<file path="config.mk">
export PLATFORM = sky130hd
export DESIGN_NAME = positional_circular_list_top
export DESIGN_NICKNAME = d
export VERILOG_FILES = /design/src/pclist_pkg.sv /design/src/pclist_ram.sv /design/src/positional_circular_list_top.sv
export SDC_FILE = /design/constraint.sdc
export NUM_CORES = 2
export LEC_CHECK = 0
export BUFFER_PORTS_ARGS = -buffer_cell sky130_fd_sc_hd__buf_2
export CORE_MARGIN = 2
export CORE_UTILIZATION = 50
export DETAILED_ROUTE_END_ITERATION = 10
export PLACE_DENSITY = 0.68
export SLEW_MARGIN = 0
export SYNTH_ARGS = -nofsm -noshare
export SYNTH_HDL_FRONTEND = slang
export SYNTH_HIERARCHICAL = 1
export SYNTH_SLANG_ARGS = --single-unit
export TNS_END_PERCENT = 50
</file>
<file path="constraint.sdc">
create_clock -name aclk -period 5.7 [get_ports aclk]
set_clock_uncertainty 0.2 [all_clocks]
set_input_delay 0.57 -clock aclk [delete_from_list [all_inputs] [get_ports aclk]]
set_output_delay 0.57 -clock aclk [all_outputs]
set_load 0.02 [all_outputs]
</file>
<file path="src/pclist_pkg.sv">
// ---------------------------------------------------------------------------
// pclist_pkg: shared types and codes for the positional circular list
// Command and status codes, request and response payload structs, and the
// default list capacity.
// ---------------------------------------------------------------------------
package pclist_pkg;

    // Default number of list entries
    localparam int CAPACITY_DEF = 64;

    // Width of the length field in a response
    localparam int LEN_W = 7;

    // Command codes (code 7 is unused and acts as a no-op)
    typedef enum logic [2:0] {
        CMD_INSERT_AT    = 3'd0,
        CMD_INSERT_FRONT = 3'd1,
        CMD_INSERT_END   = 3'd2,
        CMD_DELETE_AT    = 3'd3,
        CMD_DELETE_FIRST = 3'd4,
        CMD_DELETE_LAST  = 3'd5,
        CMD_READ_AT      = 3'd6
    } cmd_t;

    // Status codes
    localparam logic [1:0] STAT_OK      = 2'd0;
    localparam logic [1:0] STAT_INVALID = 2'd1;
    localparam logic [1:0] STAT_EMPTY   = 2'd2;
    localparam logic [1:0] STAT_FULL    = 2'd3;

    // Request payload
    typedef struct packed {
        logic [2:0]         command;
        logic signed [31:0] value;
        logic [7:0]         position;
    } req_t;

    // Response payload
    typedef struct packed {
        logic [1:0]         status;
        logic [LEN_W-1:0]   length;
        logic signed [31:0] read_value;
    } rsp_t;

endpackage

</file>
<file path="src/pclist_ram.sv">
// ---------------------------------------------------------------------------
// pclist_ram: generic simple dual-port RAM
// One write port and one read port, read data registered and held while
// the read enable is low.
// ---------------------------------------------------------------------------
module pclist_ram #(
    parameter int WIDTH = 32,
    parameter int DEPTH = 64
) (
    input  logic                     aclk,
    input  logic                     we,
    input  logic [$clog2(DEPTH)-1:0] waddr,
    input  logic [WIDTH-1:0]         wdata,
    input  logic                     re,
    input  logic [$clog2(DEPTH)-1:0] raddr,
    output logic [WIDTH-1:0]         rdata
);

    logic [WIDTH-1:0] mem_reg [DEPTH];
    logic [WIDTH-1:0] rdata_reg;

    // Write port
    always_ff @(posedge aclk) begin
        if (we) begin
            mem_reg[waddr] <= wdata;
        end
    end

    // Registered read port
    always_ff @(posedge aclk) begin
        if (re) begin
            rdata_reg <= mem_reg[raddr];
        end
    end

    assign rdata = rdata_reg;

endmodule

</file>
<file path="src/positional_circular_list_top.sv">
// ---------------------------------------------------------------------------
// positional_circular_list_top: bounded ordered list of signed words
// Takes insert, delete and read requests by position and answers each
// with one response carrying status, new length and read word.
// ---------------------------------------------------------------------------
// The list is held densely in one RAM, head at index 0. One request is
// worked on at a time; s_ready is high only while the sequencer is idle.
// An insert or delete moves every element behind the position by one
// place through the single RAM port pair, one word per cycle, at most
// CAPACITY - 1 words per request. A read passes through S_READ, while a
// rejected or unused request goes straight to the final step S_DONE.
// The response sits in an output register, so the next request is taken
// while a response waits; the sequencer only stalls at its final step if
// the previous response has not yet been taken. No clearing pass is
// needed after reset: only entries below the current length are ever
// read.
module positional_circular_list_top #(
    parameter int CAPACITY = pclist_pkg::CAPACITY_DEF
) (
    input  logic              aclk,
    input  logic              aresetn,
    input  logic              s_valid,
    output logic              s_ready,
    input  pclist_pkg::req_t  s_data,
    output logic              m_valid,
    input  logic              m_ready,
    output pclist_pkg::rsp_t  m_data
);

    localparam int CW    = $clog2(CAPACITY + 1);
    localparam int AW    = $clog2(CAPACITY);
    localparam int PW    = (CW > 8) ? CW : 8;
    localparam int LEN_W = pclist_pkg::LEN_W;

    // Sequencer states, one-hot
    typedef enum logic [3:0] {
        S_IDLE  = 4'b0001,
        S_SHIFT = 4'b0010,
        S_READ  = 4'b0100,
        S_DONE  = 4'b1000
    } state_t;

    state_t            state_reg, state_next;
    logic [CW-1:0]     count_reg, count_next;
    logic [AW-1:0]     mv_reg, mv_next;
    logic [AW-1:0]     rd_addr_reg, rd_addr_next;
    logic [AW-1:0]     idx_reg, idx_next;
    logic              pend_reg, pend_next;
    logic [AW-1:0]     pend_addr_reg, pend_addr_next;
    logic [31:0]       word_reg, word_next;
    logic              ins_reg, ins_next;
    logic [1:0]        status_reg, status_next;
    logic              rd_flag_reg, rd_flag_next;
    logic              m_valid_reg, m_valid_next;
    pclist_pkg::rsp_t  m_data_reg, m_data_next;

    // RAM ports
    logic              ram_we;
    logic [AW-1:0]     ram_waddr;
    logic [31:0]       ram_wdata;
    logic              ram_re;
    logic [AW-1:0]     ram_raddr;
    logic [31:0]       ram_rdata;

    // Request decode helpers
    logic [PW-1:0]     pos_w;
    logic [PW-1:0]     cnt_w;
    logic [PW-1:0]     last_w;
    logic [PW-1:0]     ins_idx_w;
    logic [PW-1:0]     del_idx_w;
    logic              list_full;
    logic              list_empty;
    logic              out_free;

    pclist_ram #(
        .WIDTH (32),
        .DEPTH (CAPACITY)
    ) u_store (
        .aclk  (aclk),
        .we    (ram_we),
        .waddr (ram_waddr),
        .wdata (ram_wdata),
        .re    (ram_re),
        .raddr (ram_raddr),
        .rdata (ram_rdata)
    );

    assign s_ready  = (state_reg == S_IDLE);
    assign m_valid  = m_valid_reg;
    assign m_data   = m_data_reg;
    assign out_free = !m_valid_reg || m_ready;

    // Position clamping for inserts and deletes
    always_comb begin
        pos_w      = PW'(s_data.position);
        cnt_w      = PW'(count_reg);
        last_w     = cnt_w - PW'(1);
        list_full  = (count_reg == CW'(CAPACITY));
        list_empty = (count_reg == '0);

        case (s_data.command)
            pclist_pkg::CMD_INSERT_FRONT: ins_idx_w = '0;
            pclist_pkg::CMD_INSERT_END:   ins_idx_w = cnt_w;
            default:                      ins_idx_w = (pos_w < cnt_w) ? pos_w : cnt_w;
        endcase

        case (s_data.command)
            pclist_pkg::CMD_DELETE_FIRST: del_idx_w = '0;
            pclist_pkg::CMD_DELETE_LAST:  del_idx_w = last_w;
            default:                      del_idx_w = (pos_w < last_w) ? pos_w : last_w;
        endcase
    end

    // Sequencer
    always_comb begin
        state_next     = state_reg;
        count_next     = count_reg;
        mv_next        = mv_reg;
        rd_addr_next   = rd_addr_reg;
        idx_next       = idx_reg;
        pend_next      = pend_reg;
        pend_addr_next = pend_addr_reg;
        word_next      = word_reg;
        ins_next       = ins_reg;
        status_next    = status_reg;
        rd_flag_next   = rd_flag_reg;
        m_valid_next   = m_valid_reg && !m_ready;
        m_data_next    = m_data_reg;

        ram_we    = 1'b0;
        ram_waddr = pend_addr_reg;
        ram_wdata = ram_rdata;
        ram_re    = 1'b0;
        ram_raddr = rd_addr_reg;

        case (state_reg)
            S_IDLE: begin
                if (s_valid) begin
                    status_next  = pclist_pkg::STAT_OK;
                    rd_flag_next = 1'b0;
                    pend_next    = 1'b0;
                    word_next    = s_data.value;
                    state_next   = S_DONE;
                    case (s_data.command)
                        pclist_pkg::CMD_INSERT_AT,
                        pclist_pkg::CMD_INSERT_FRONT,
                        pclist_pkg::CMD_INSERT_END: begin
                            ins_next = 1'b1;
                            if (list_full) begin
                                status_next = pclist_pkg::STAT_FULL;
                            end else if (s_data.command == pclist_pkg::CMD_INSERT_AT &&
                                         list_empty && s_data.position != '0) begin
                                status_next = pclist_pkg::STAT_INVALID;
                            end else begin
                                // move elements [idx, count-1] up by one, tail first
                                idx_next     = AW'(ins_idx_w);
                                mv_next      = AW'(cnt_w - ins_idx_w);
                                rd_addr_next = AW'(last_w);
                                state_next   = S_SHIFT;
                            end
                        end
                        pclist_pkg::CMD_DELETE_AT,
                        pclist_pkg::CMD_DELETE_FIRST,
                        pclist_pkg::CMD_DELETE_LAST: begin
                            ins_next = 1'b0;
                            if (list_empty) begin
                                status_next = pclist_pkg::STAT_EMPTY;
                            end else if (s_data.command == pclist_pkg::CMD_DELETE_AT &&
                                         s_data.position != '0 &&
                                         count_reg == CW'(1)) begin
                                status_next = pclist_pkg::STAT_INVALID;
                            end else begin
                                // move elements [idx+1, count-1] down by one, head first
                                idx_next     = AW'(del_idx_w);
                                mv_next      = AW'(last_w - del_idx_w);
                                rd_addr_next = AW'(del_idx_w + PW'(1));
                                state_next   = S_SHIFT;
                            end
                        end
                        pclist_pkg::CMD_READ_AT: begin
                            if (list_empty) begin
                                status_next = pclist_pkg::STAT_EMPTY;
                            end else if (pos_w >= cnt_w) begin
                                status_next = pclist_pkg::STAT_INVALID;
                            end else begin
                                rd_flag_next = 1'b1;
                                rd_addr_next = AW'(pos_w);
                                state_next   = S_READ;
                            end
                        end
                        default: begin
                            state_next = S_DONE;
                        end
                    endcase
                end
            end

            S_SHIFT: begin
                // write back the word read in the previous cycle
                ram_we = pend_reg;
                if (mv_reg != '0) begin
                    ram_re         = 1'b1;
                    pend_next      = 1'b1;
                    pend_addr_next = ins_reg ? rd_addr_reg + AW'(1) : rd_addr_reg - AW'(1);
                    rd_addr_next   = ins_reg ? rd_addr_reg - AW'(1) : rd_addr_reg + AW'(1);
                    mv_next        = mv_reg - AW'(1);
                end else begin
                    pend_next = 1'b0;
                    if (!pend_reg) begin
                        if (ins_reg) begin
                            ram_we     = 1'b1;
                            ram_waddr  = idx_reg;
                            ram_wdata  = word_reg;
                            count_next = count_reg + CW'(1);
                        end else begin
                            count_next = count_reg - CW'(1);
                        end
                        state_next = S_DONE;
                    end
                end
            end

            S_READ: begin
                ram_re     = 1'b1;
                state_next = S_DONE;
            end

            S_DONE: begin
                if (out_free) begin
                    m_valid_next           = 1'b1;
                    m_data_next.status     = status_reg;
                    m_data_next.length     = LEN_W'(count_reg);
                    m_data_next.read_value = rd_flag_reg ? ram_rdata : '0;
                    state_next             = S_IDLE;
                end
            end

            default: begin
                state_next = S_IDLE;
            end
        endcase
    end

    // Control registers
    always_ff @(posedge aclk) begin
        if (!aresetn) begin
            state_reg   <= S_IDLE;
            count_reg   <= '0;
            pend_reg    <= 1'b0;
            m_valid_reg <= 1'b0;
        end else begin
            state_reg   <= state_next;
            count_reg   <= count_next;
            pend_reg    <= pend_next;
            m_valid_reg <= m_valid_next;
        end
    end

    // Datapath registers
    always_ff @(posedge aclk) begin
        mv_reg        <= mv_next;
        rd_addr_reg   <= rd_addr_next;
        idx_reg       <= idx_next;
        pend_addr_reg <= pend_addr_next;
        word_reg      <= word_next;
        ins_reg       <= ins_next;
        status_reg    <= status_next;
        rd_flag_reg   <= rd_flag_next;
        m_data_reg    <= m_data_next;
    end

`ifndef SYNTHESIS
    // Length never goes past capacity
    a_count_bound: assert property (@(posedge aclk) disable iff (!aresetn)
        count_reg <= CW'(CAPACITY))
        else $error("list length above capacity");

    // Length moves by at most one element per request
    a_count_step: assert property (@(posedge aclk) disable iff (!aresetn)
        !$stable(count_reg) |->
            (count_reg == $past(count_reg) + CW'(1)) ||
            (count_reg == $past(count_reg) - CW'(1)))
        else $error("list length jumped");

    // Store is only written while shifting
    a_write_in_shift: assert property (@(posedge aclk) disable iff (!aresetn)
        ram_we |-> (state_reg == S_SHIFT))
        else $error("store written outside shift");

    // A new response is only loaded from the final step
    a_rsp_from_done: assert property (@(posedge aclk) disable iff (!aresetn)
        $rose(m_valid_reg) |-> ($past(state_reg) == S_DONE))
        else $error("response raised outside final step");

    // Response can only change once taken
    a_rsp_hold: assert property (@(posedge aclk) disable iff (!aresetn)
        (m_valid_reg && !m_ready) |=> $stable(m_data_reg))
        else $error("pending response overwritten");
`endif

endmodule
</file>
Word-level counts from Yosys, hierarchy flattened
Memories as Yosys holds them, arrays and structs flattened. A register that Yosys moved wholly into a read port is not among the register bits. Cells that the tools add are included.

Register bits after elaboration: 114. Input port bits: 47. RAM bits: 2048. Memories kept: 1. Latch bits: 0. Logic and storage cells: 158. Output and inout bits: 43. Memory bits (read-only): 0.

Bitwise logic cells: 3. Shift-type cells: 0. $lt $le $gt $ge: 3. Add/subtract/negate cells: 9. Reductions and logical operators: 27. Div/mod/pow operators: 0. Equality and inequality tests: 29. Muxes and demuxes: 71. Multiply operators: 0.

Memories: u_store.mem_reg (words 64, width 32, rd ports 1, clocked after memory_dff 1, write ports 1, RTL line pclist_ram.sv:19) `logic [WIDTH-1:0] mem_reg [DEPTH];`.

Operators with widths (count): $mux 6 (26); $mux 32 (4); $pmux 6 s2 (6); $mux 4 (10); $ne 2x2->1 const B (9); $ne 3x3->1 const B (6); $pmux 6 s3 (1); $pmux 4 s4 (1); $mux 1 (14); $add 6x1->6 const B (2); $pmux 4 s3 (1); $sub 6x1->6 const B (2); $sub 6x6->6 (2); $reduce_and 10->1 (1); $eq 3x3->1 const B (3); $ge 8x7->1 (1); $lt 8x7->1 (1); $lt 8x8->1 (1); $reduce_and 2->1 (4); $reduce_and 8->1 (1); $reduce_bool 8->1 (1); $sub 7x1->8 const B (1); $add 7x1->7 const B (1); $eq 7x1->1 const B (1); 27 further kinds (42).

Longest topological paths before layout
Depth after elaboration: 10. Gate-level depth with buffers: 22. Depth with buffers taken out: 21.

Modules after synthesis
The synthesis kept the hierarchy.

By module, submodules not included: pclist_ram (sequential area each 62459.9 um^2, area an instance 79359.9 um^2, cells an instance 3511, instances 1); positional_circular_list_top (sequential area each 3293.2 um^2, area an instance 6874.1 um^2, cells an instance 634, instances 1).

Worst setup path after synthesis
OpenSTA, ideal clock, no wires.

Path kind: register to register. From: register state_reg[2]. To: memory u_store.mem_reg[28][0], enable pin. Period minus slack after synthesis: 5353 ps. Path buffers: 5. Cell stages (with the launch flop): 14. Slack: 347 ps. Data arrival time: 4731 ps. Data required time: 5079 ps. Library setup time: 421 ps. Cells stage by stage: dfxtp_1 -> nand2b_1 -> or3_1 -> clkbuf_1 -> nor3_2 -> nand2_1 -> clkbuf_1 -> buf_1 -> mux2_2 -> clkbuf_1 -> or3b_2 -> or2_2 -> clkbuf_1 -> nor2_1.

Elaborated cells between the ends (all ways): 5. Classes of those cells: eq/ne: 1; mux: 4.

RTL lines: from (decl) (RTL line positional_circular_list_top.sv:43) `state_t state_reg, state_next;`; from (signal assigned) (RTL line positional_circular_list_top.sv:252) `state_reg <= state_next;`; $eq 4x2->1 (RTL line positional_circular_list_top.sv:136) `case (state_reg)`; $mux 6 (RTL line positional_circular_list_top.sv:136); named net ram_waddr[1] (RTL line positional_circular_list_top.sv:59) `logic [AW-1:0] ram_waddr;`; to (decl) (RTL line pclist_ram.sv:19).

The timed path passes the listed nets, and every way through them passes these cells.

Worst setup path in the final report
From: register count_reg[1]. To: register mv_reg[3], data pin.

Cells in the longest elaborated chain, start to end: 10. Elaborated cells between the ends (all ways): 16. Classes of those cells: add/sub: 3; order compare: 2; mux: 11.

Ends and longest elaborated chain: from (decl) (RTL line positional_circular_list_top.sv:44) `logic [CW-1:0] count_reg, count_next;`; from (signal assigned) (RTL line positional_circular_list_top.sv:253) `count_reg <= count_next;`; $sub 7x1->8 (RTL line positional_circular_list_top.sv:97) `last_w = cnt_w - PW'(1);`; $lt 8x8->1 (RTL line positional_circular_list_top.sv:110) `default: del_idx_w = (pos_w < last_w) ? pos_w : last_w;`; $mux 6 (RTL line positional_circular_list_top.sv:110); $pmux 6 s2 (RTL line positional_circular_list_top.sv:107) `case (s_data.command)`; $sub 6x6->6 (RTL line positional_circular_list_top.sv:175) `mv_next = AW'(last_w - del_idx_w);`; $mux 6 (RTL line positional_circular_list_top.sv:168) `end else if (s_data.command == pclist_pkg::CMD_DELETE_AT &&`; $mux 6 (RTL line positional_circular_list_top.sv:166) `if (list_empty) begin`; $pmux 6 s2 * (RTL line positional_circular_list_top.sv:144) `case (s_data.command)`; $mux 6 * (RTL line positional_circular_list_top.sv:138) `if (s_valid) begin`; $pmux 6 s2 * (RTL line positional_circular_list_top.sv:136); named net mv_next[3] (RTL line positional_circular_list_top.sv:45) `logic [AW-1:0] mv_reg, mv_next;`; to (signal assigned) (RTL line positional_circular_list_top.sv:261) `mv_reg <= mv_next;`; to (decl) (RTL line positional_circular_list_top.sv:45).

Mark *: on every way through the listed nets, which the timed path passes. The rest lies on a longest branch. The select of a mux whose other input is x is not followed. A chain may end at the register's enable or synchronous reset.

==> metrics.yaml <==
power_and_ir_drop:
  p_seq_share_pct: 52.7
  switching_share_pct: 21.4
  ir_worst_vdd_v: 0.000330
  p_leak_uw: 0.0313
  comb_power_share_pct: 5.3
  cellPowerDensity_mw_per_mm2: 342
  p_int_uw: 26300
  power_frac_clock_pct: 42.1
  p_switching_uw: 7170
timing:
  setup_tns_ns: 0
  final_max_slew_viol_count: 0
  rsz0062_at_grt: "no"
  maxSlewHeadroom_pct: 0.750
  fin_crit_ns: 5.05
  period_share_pct: 88.6
  hold_violations: 0
  timing.fmax_mhz: 198
  setup_viol: 0
  whs_ns: 0.141
  tightest_slew_ns: 1.49
routing:
  drt-total-wl_um: 209000
  wl_per_cell_um: 30.2
  num_vias: 43400
  drt_iter0_markers: 5088
  ant_nets: 0
  drt_first_pass_iters: 5
  vias_per_cell: 6.26
  drcViolationCount: 0
floorplanning:
  start_util_pct: 50.3
  io_pins: 90
  fp.dieArea_sq_mm: 0.176
  die_h_um: 419
  core_area_sq_mm: 0.172
  rows: 152
  dieWidth_um: 419
cts:
  cts-root-buf: "clkbuf_16"
  cts_tree: "yes"
  clk_pin_slew_ns: 0.06
  cts_setup_buffers: 0
  cts_resized: 0
  cts.htree.levels: 4
  clock_latency_ns: 0.87
  clk_path_buf_depth: 3
  cts_made_buffers: 212
  hold_buffers: 35
  cts_sinks: 2194
place:
  dp_hpwl_um: 126000
  gp_congestion: 0.893
  io_buffers: 89
final_layout:
  largest_reg_flops: 2048
  syn_to_final_growth_pct: 13.6
  nNetsFinal: 4520
  final_core_util_pct: 57.1
  drive_gt1_share_pct: 25.6
critical_path:
  crit_path_top_delay_cell: "dfxtp_1"
  crit_path_end: "mv_reg[3]$_DFFE_PP_"
  cp-start-kind: "register"
  rr_endpoint: "mv_reg[3]$_DFFE_PP_"
  slowest_delay_ns: 0.46
  r2r-start: "count_reg[1]$_SDFFE_PN0P_"
  ff2ff_path_depth: 21
  cp.arrival_ns: 5.40
  path_cells: "inv_1 > ha_1 > and3_1 > xnor2_1 > ha_1 > a21oi_1 > a21oi_1 > a211oi_4 > buf_4 > nand2_1 > mux2i_1 > inv_1 > ha_1 > inv_1 > a21oi_1 > a31o_2 > a2bb2oi_1 > nand2_1 > xor2_1 > a211oi_1 > a21oi_1"
  cp-startpoint: "count_reg[1]$_SDFFE_PN0P_"
  crit_path_end_kind: "register"
  critPathRequiredTime_ns: 6.05
  path_max_fanout: 9
  r2r_setup_slack_ns: 0.65
  cp_common_cell: "a21oi_1"
  critPathKind: "register to register"
logic_synthesis:
  ys_ff_latch: 2194
  avgSynthCellArea_sq_um: 20.8
  synthFlopType: "edfxtp_1"
  mappedNetlistArea_sq_mm: 0.0862
  syn-instance-count: 4145
  synthArstFlopShare_pct: 0
  yosys.area.top_type: "edfxtp_1"
  netlist.area_leader.share_pct: 75.9
  ys_seq_area_share_pct: 76.2
  synthDistinctLibCells: 86
  syn_nets: 4223
  ys_warn_count: 6
  synth_edf_count: 2181
  synth_area_leaders: "edfxtp_1 (76%), mux4_2 (12%), mux2i_1 (2.3%)"
hold_path:
  min_from: "s_data[41]"
  hold_class: "input pin to register"
global_route:
  antenna_found_initial: 5
  grt_pass1_wl_um: 302000
  grt_overflow: 0
  grt_start_max_net_pins: 97
  grt_pass1_vias: 42700
  grt_usage_pct: 23.9
flow_run:
  cap_violations: 0
run_status:
  outcome: "finished clean"
[layout make-up]
type	count	area [sq um]
timing repair buffer	317	2630
tap	2310	2890
multi-input combinational	1687	19500
antenna	4	10.0
sequential	2194	65800
fill	12500	73500
clock buffer	259	5520
clock inverter	137	1580
inverter	30	113
[per-stage QoR]
step                instance area, sq um  instances  setup WS (ns)  power, uW
CTS                                98000       6934          0.701      33700
global placement                   90500       6503          0.853      19700
global route                       98000       6935          0.273      34400
floorplan                          86200       4145          0.347      19100
finish                             98000       6938          0.648      33500
detailed placement                 90500       6503          0.774      19700
[per-layer routing]
metal | wire [um] | part of all wire, % | vias up | global-route usage [%]
met5 | 11 | 0.0053 | - | 0
met4 | 4730 | 2.3 | 2 | 6.29
met3 | 18500 | 8.8 | 301 | 4.00
met2 | 102000 | 49 | 2122 | 38.4
met1 | 84100 | 40 | 23000 | 34.5
li1 | - | - | 18000 | -
[cells by family after synthesis]
logic type	Yosys count	share of synthesized area (%)
AOI/OAI and AO/OA	497	4.11
xor gates and xnor gates	35	0.355
adders and majority gates	31	0.458
buffers and inverters	264	1.76
DFF	2194	76.2
muxes	680	14.4
and+or+nand+nor	444	2.65
[layout by cell type, fill, tap and decap left out, types with 30 or more instances in the layout]
cell type         n
buf_4           162
nor2_4           65
nand2_1          73
ha_1             30
mux2_2           39
nand3_1          58
clkinv_2         35
mux2i_1         195
edfxtp_1       2181
buf_12           31
clkbuf_1         44
and2_1           44
o21ai_0          51
mux4_2          446
clkinv_1         49
nor2_1           60
clkbuf_16       213
o22ai_1          49
a21oi_1          72
a22oi_1         132
dlygate4sd3_1    35
buf_2            89
[worst max-delay path, delay by kind of cell, from the launching register on]
| kind | cells | cell delay, ns |
|---|---|---|
| AND/OR/NAND/NOR | 3 | 0.45 |
| buffers and inverters | 4 | 0.64 |
| AO/OA/AOI/OAI | 8 | 1.42 |
| XOR/XNOR | 2 | 0.38 |
| multiplexers | 1 | 0.32 |
| flip-flops | 1 | 0.46 |
| adder cells (fa/ha/maj) | 3 | 0.84 |
[power by group through the flow]
stage / sequential, uW / combinational (uW) / clock [uW]
after CTS: 17600 / 1760 / 14300
after global routing: 17600 / 1860 / 14900
after detailed placement: 18000 / 1730 / 0
final: 17700 / 1760 / 14100
after floorplan: 18000 / 1150 / 0
after global placement: 18000 / 1720 / 0
[synthesized netlist by cell type, drive strengths merged, types with 4 or more instances]
| cell | count |
|---|---|
| a311o | 12 |
| a22o | 12 |
| a22oi | 132 |
| xnor2 | 25 |
| nor2b | 26 |
| o211ai | 15 |
| o22a | 12 |
| dfxtp | 13 |
| o221ai | 21 |
| o32ai | 5 |
| edfxtp | 2181 |
| a211o | 11 |
| mux2i | 195 |
| a311oi | 5 |
| o21ai | 54 |
| a21oi | 74 |
| nor2 | 129 |
| or2 | 11 |
| and3 | 12 |
| a211oi | 31 |
| a221oi | 4 |
| and2 | 45 |
| and4 | 7 |
| nand3b | 7 |
| ha | 30 |
| nor4 | 6 |
| nor3 | 24 |
| xor2 | 10 |
| inv | 29 |
| o22ai | 49 |
| mux4 | 446 |
| a21o | 5 |
| nand3 | 58 |
| buf | 137 |
| or3 | 10 |
| o21a | 5 |
| mux2 | 39 |
| nand2b | 16 |
| nand4 | 8 |
| a31oi | 25 |
| clkbuf | 97 |
| nand2 | 74 |
[worst min-delay path by stage]
| stage | to | slack, ns | depth (start not counted) |
|---|---|---|---|
| 2_1_floorplan | m_data[39]$_DFFE_PP_ | 0.20 | 0 |
| 3_3_place_gp | m_data[39]$_DFFE_PP_ | 0.21 | 0 |
| 3_5_place_dp | m_data[39]$_DFFE_PP_ | 0.21 | 0 |
| 4_1_cts | ins_reg$_DFFE_PP_ | 0.08 | 2 |
| 5_1_grt | ins_reg$_DFFE_PP_ | 0.12 | 2 |
| 6_report | ins_reg$_DFFE_PP_ | 0.14 | 2 |
Note: power is estimated with default switching activity, not from simulation.
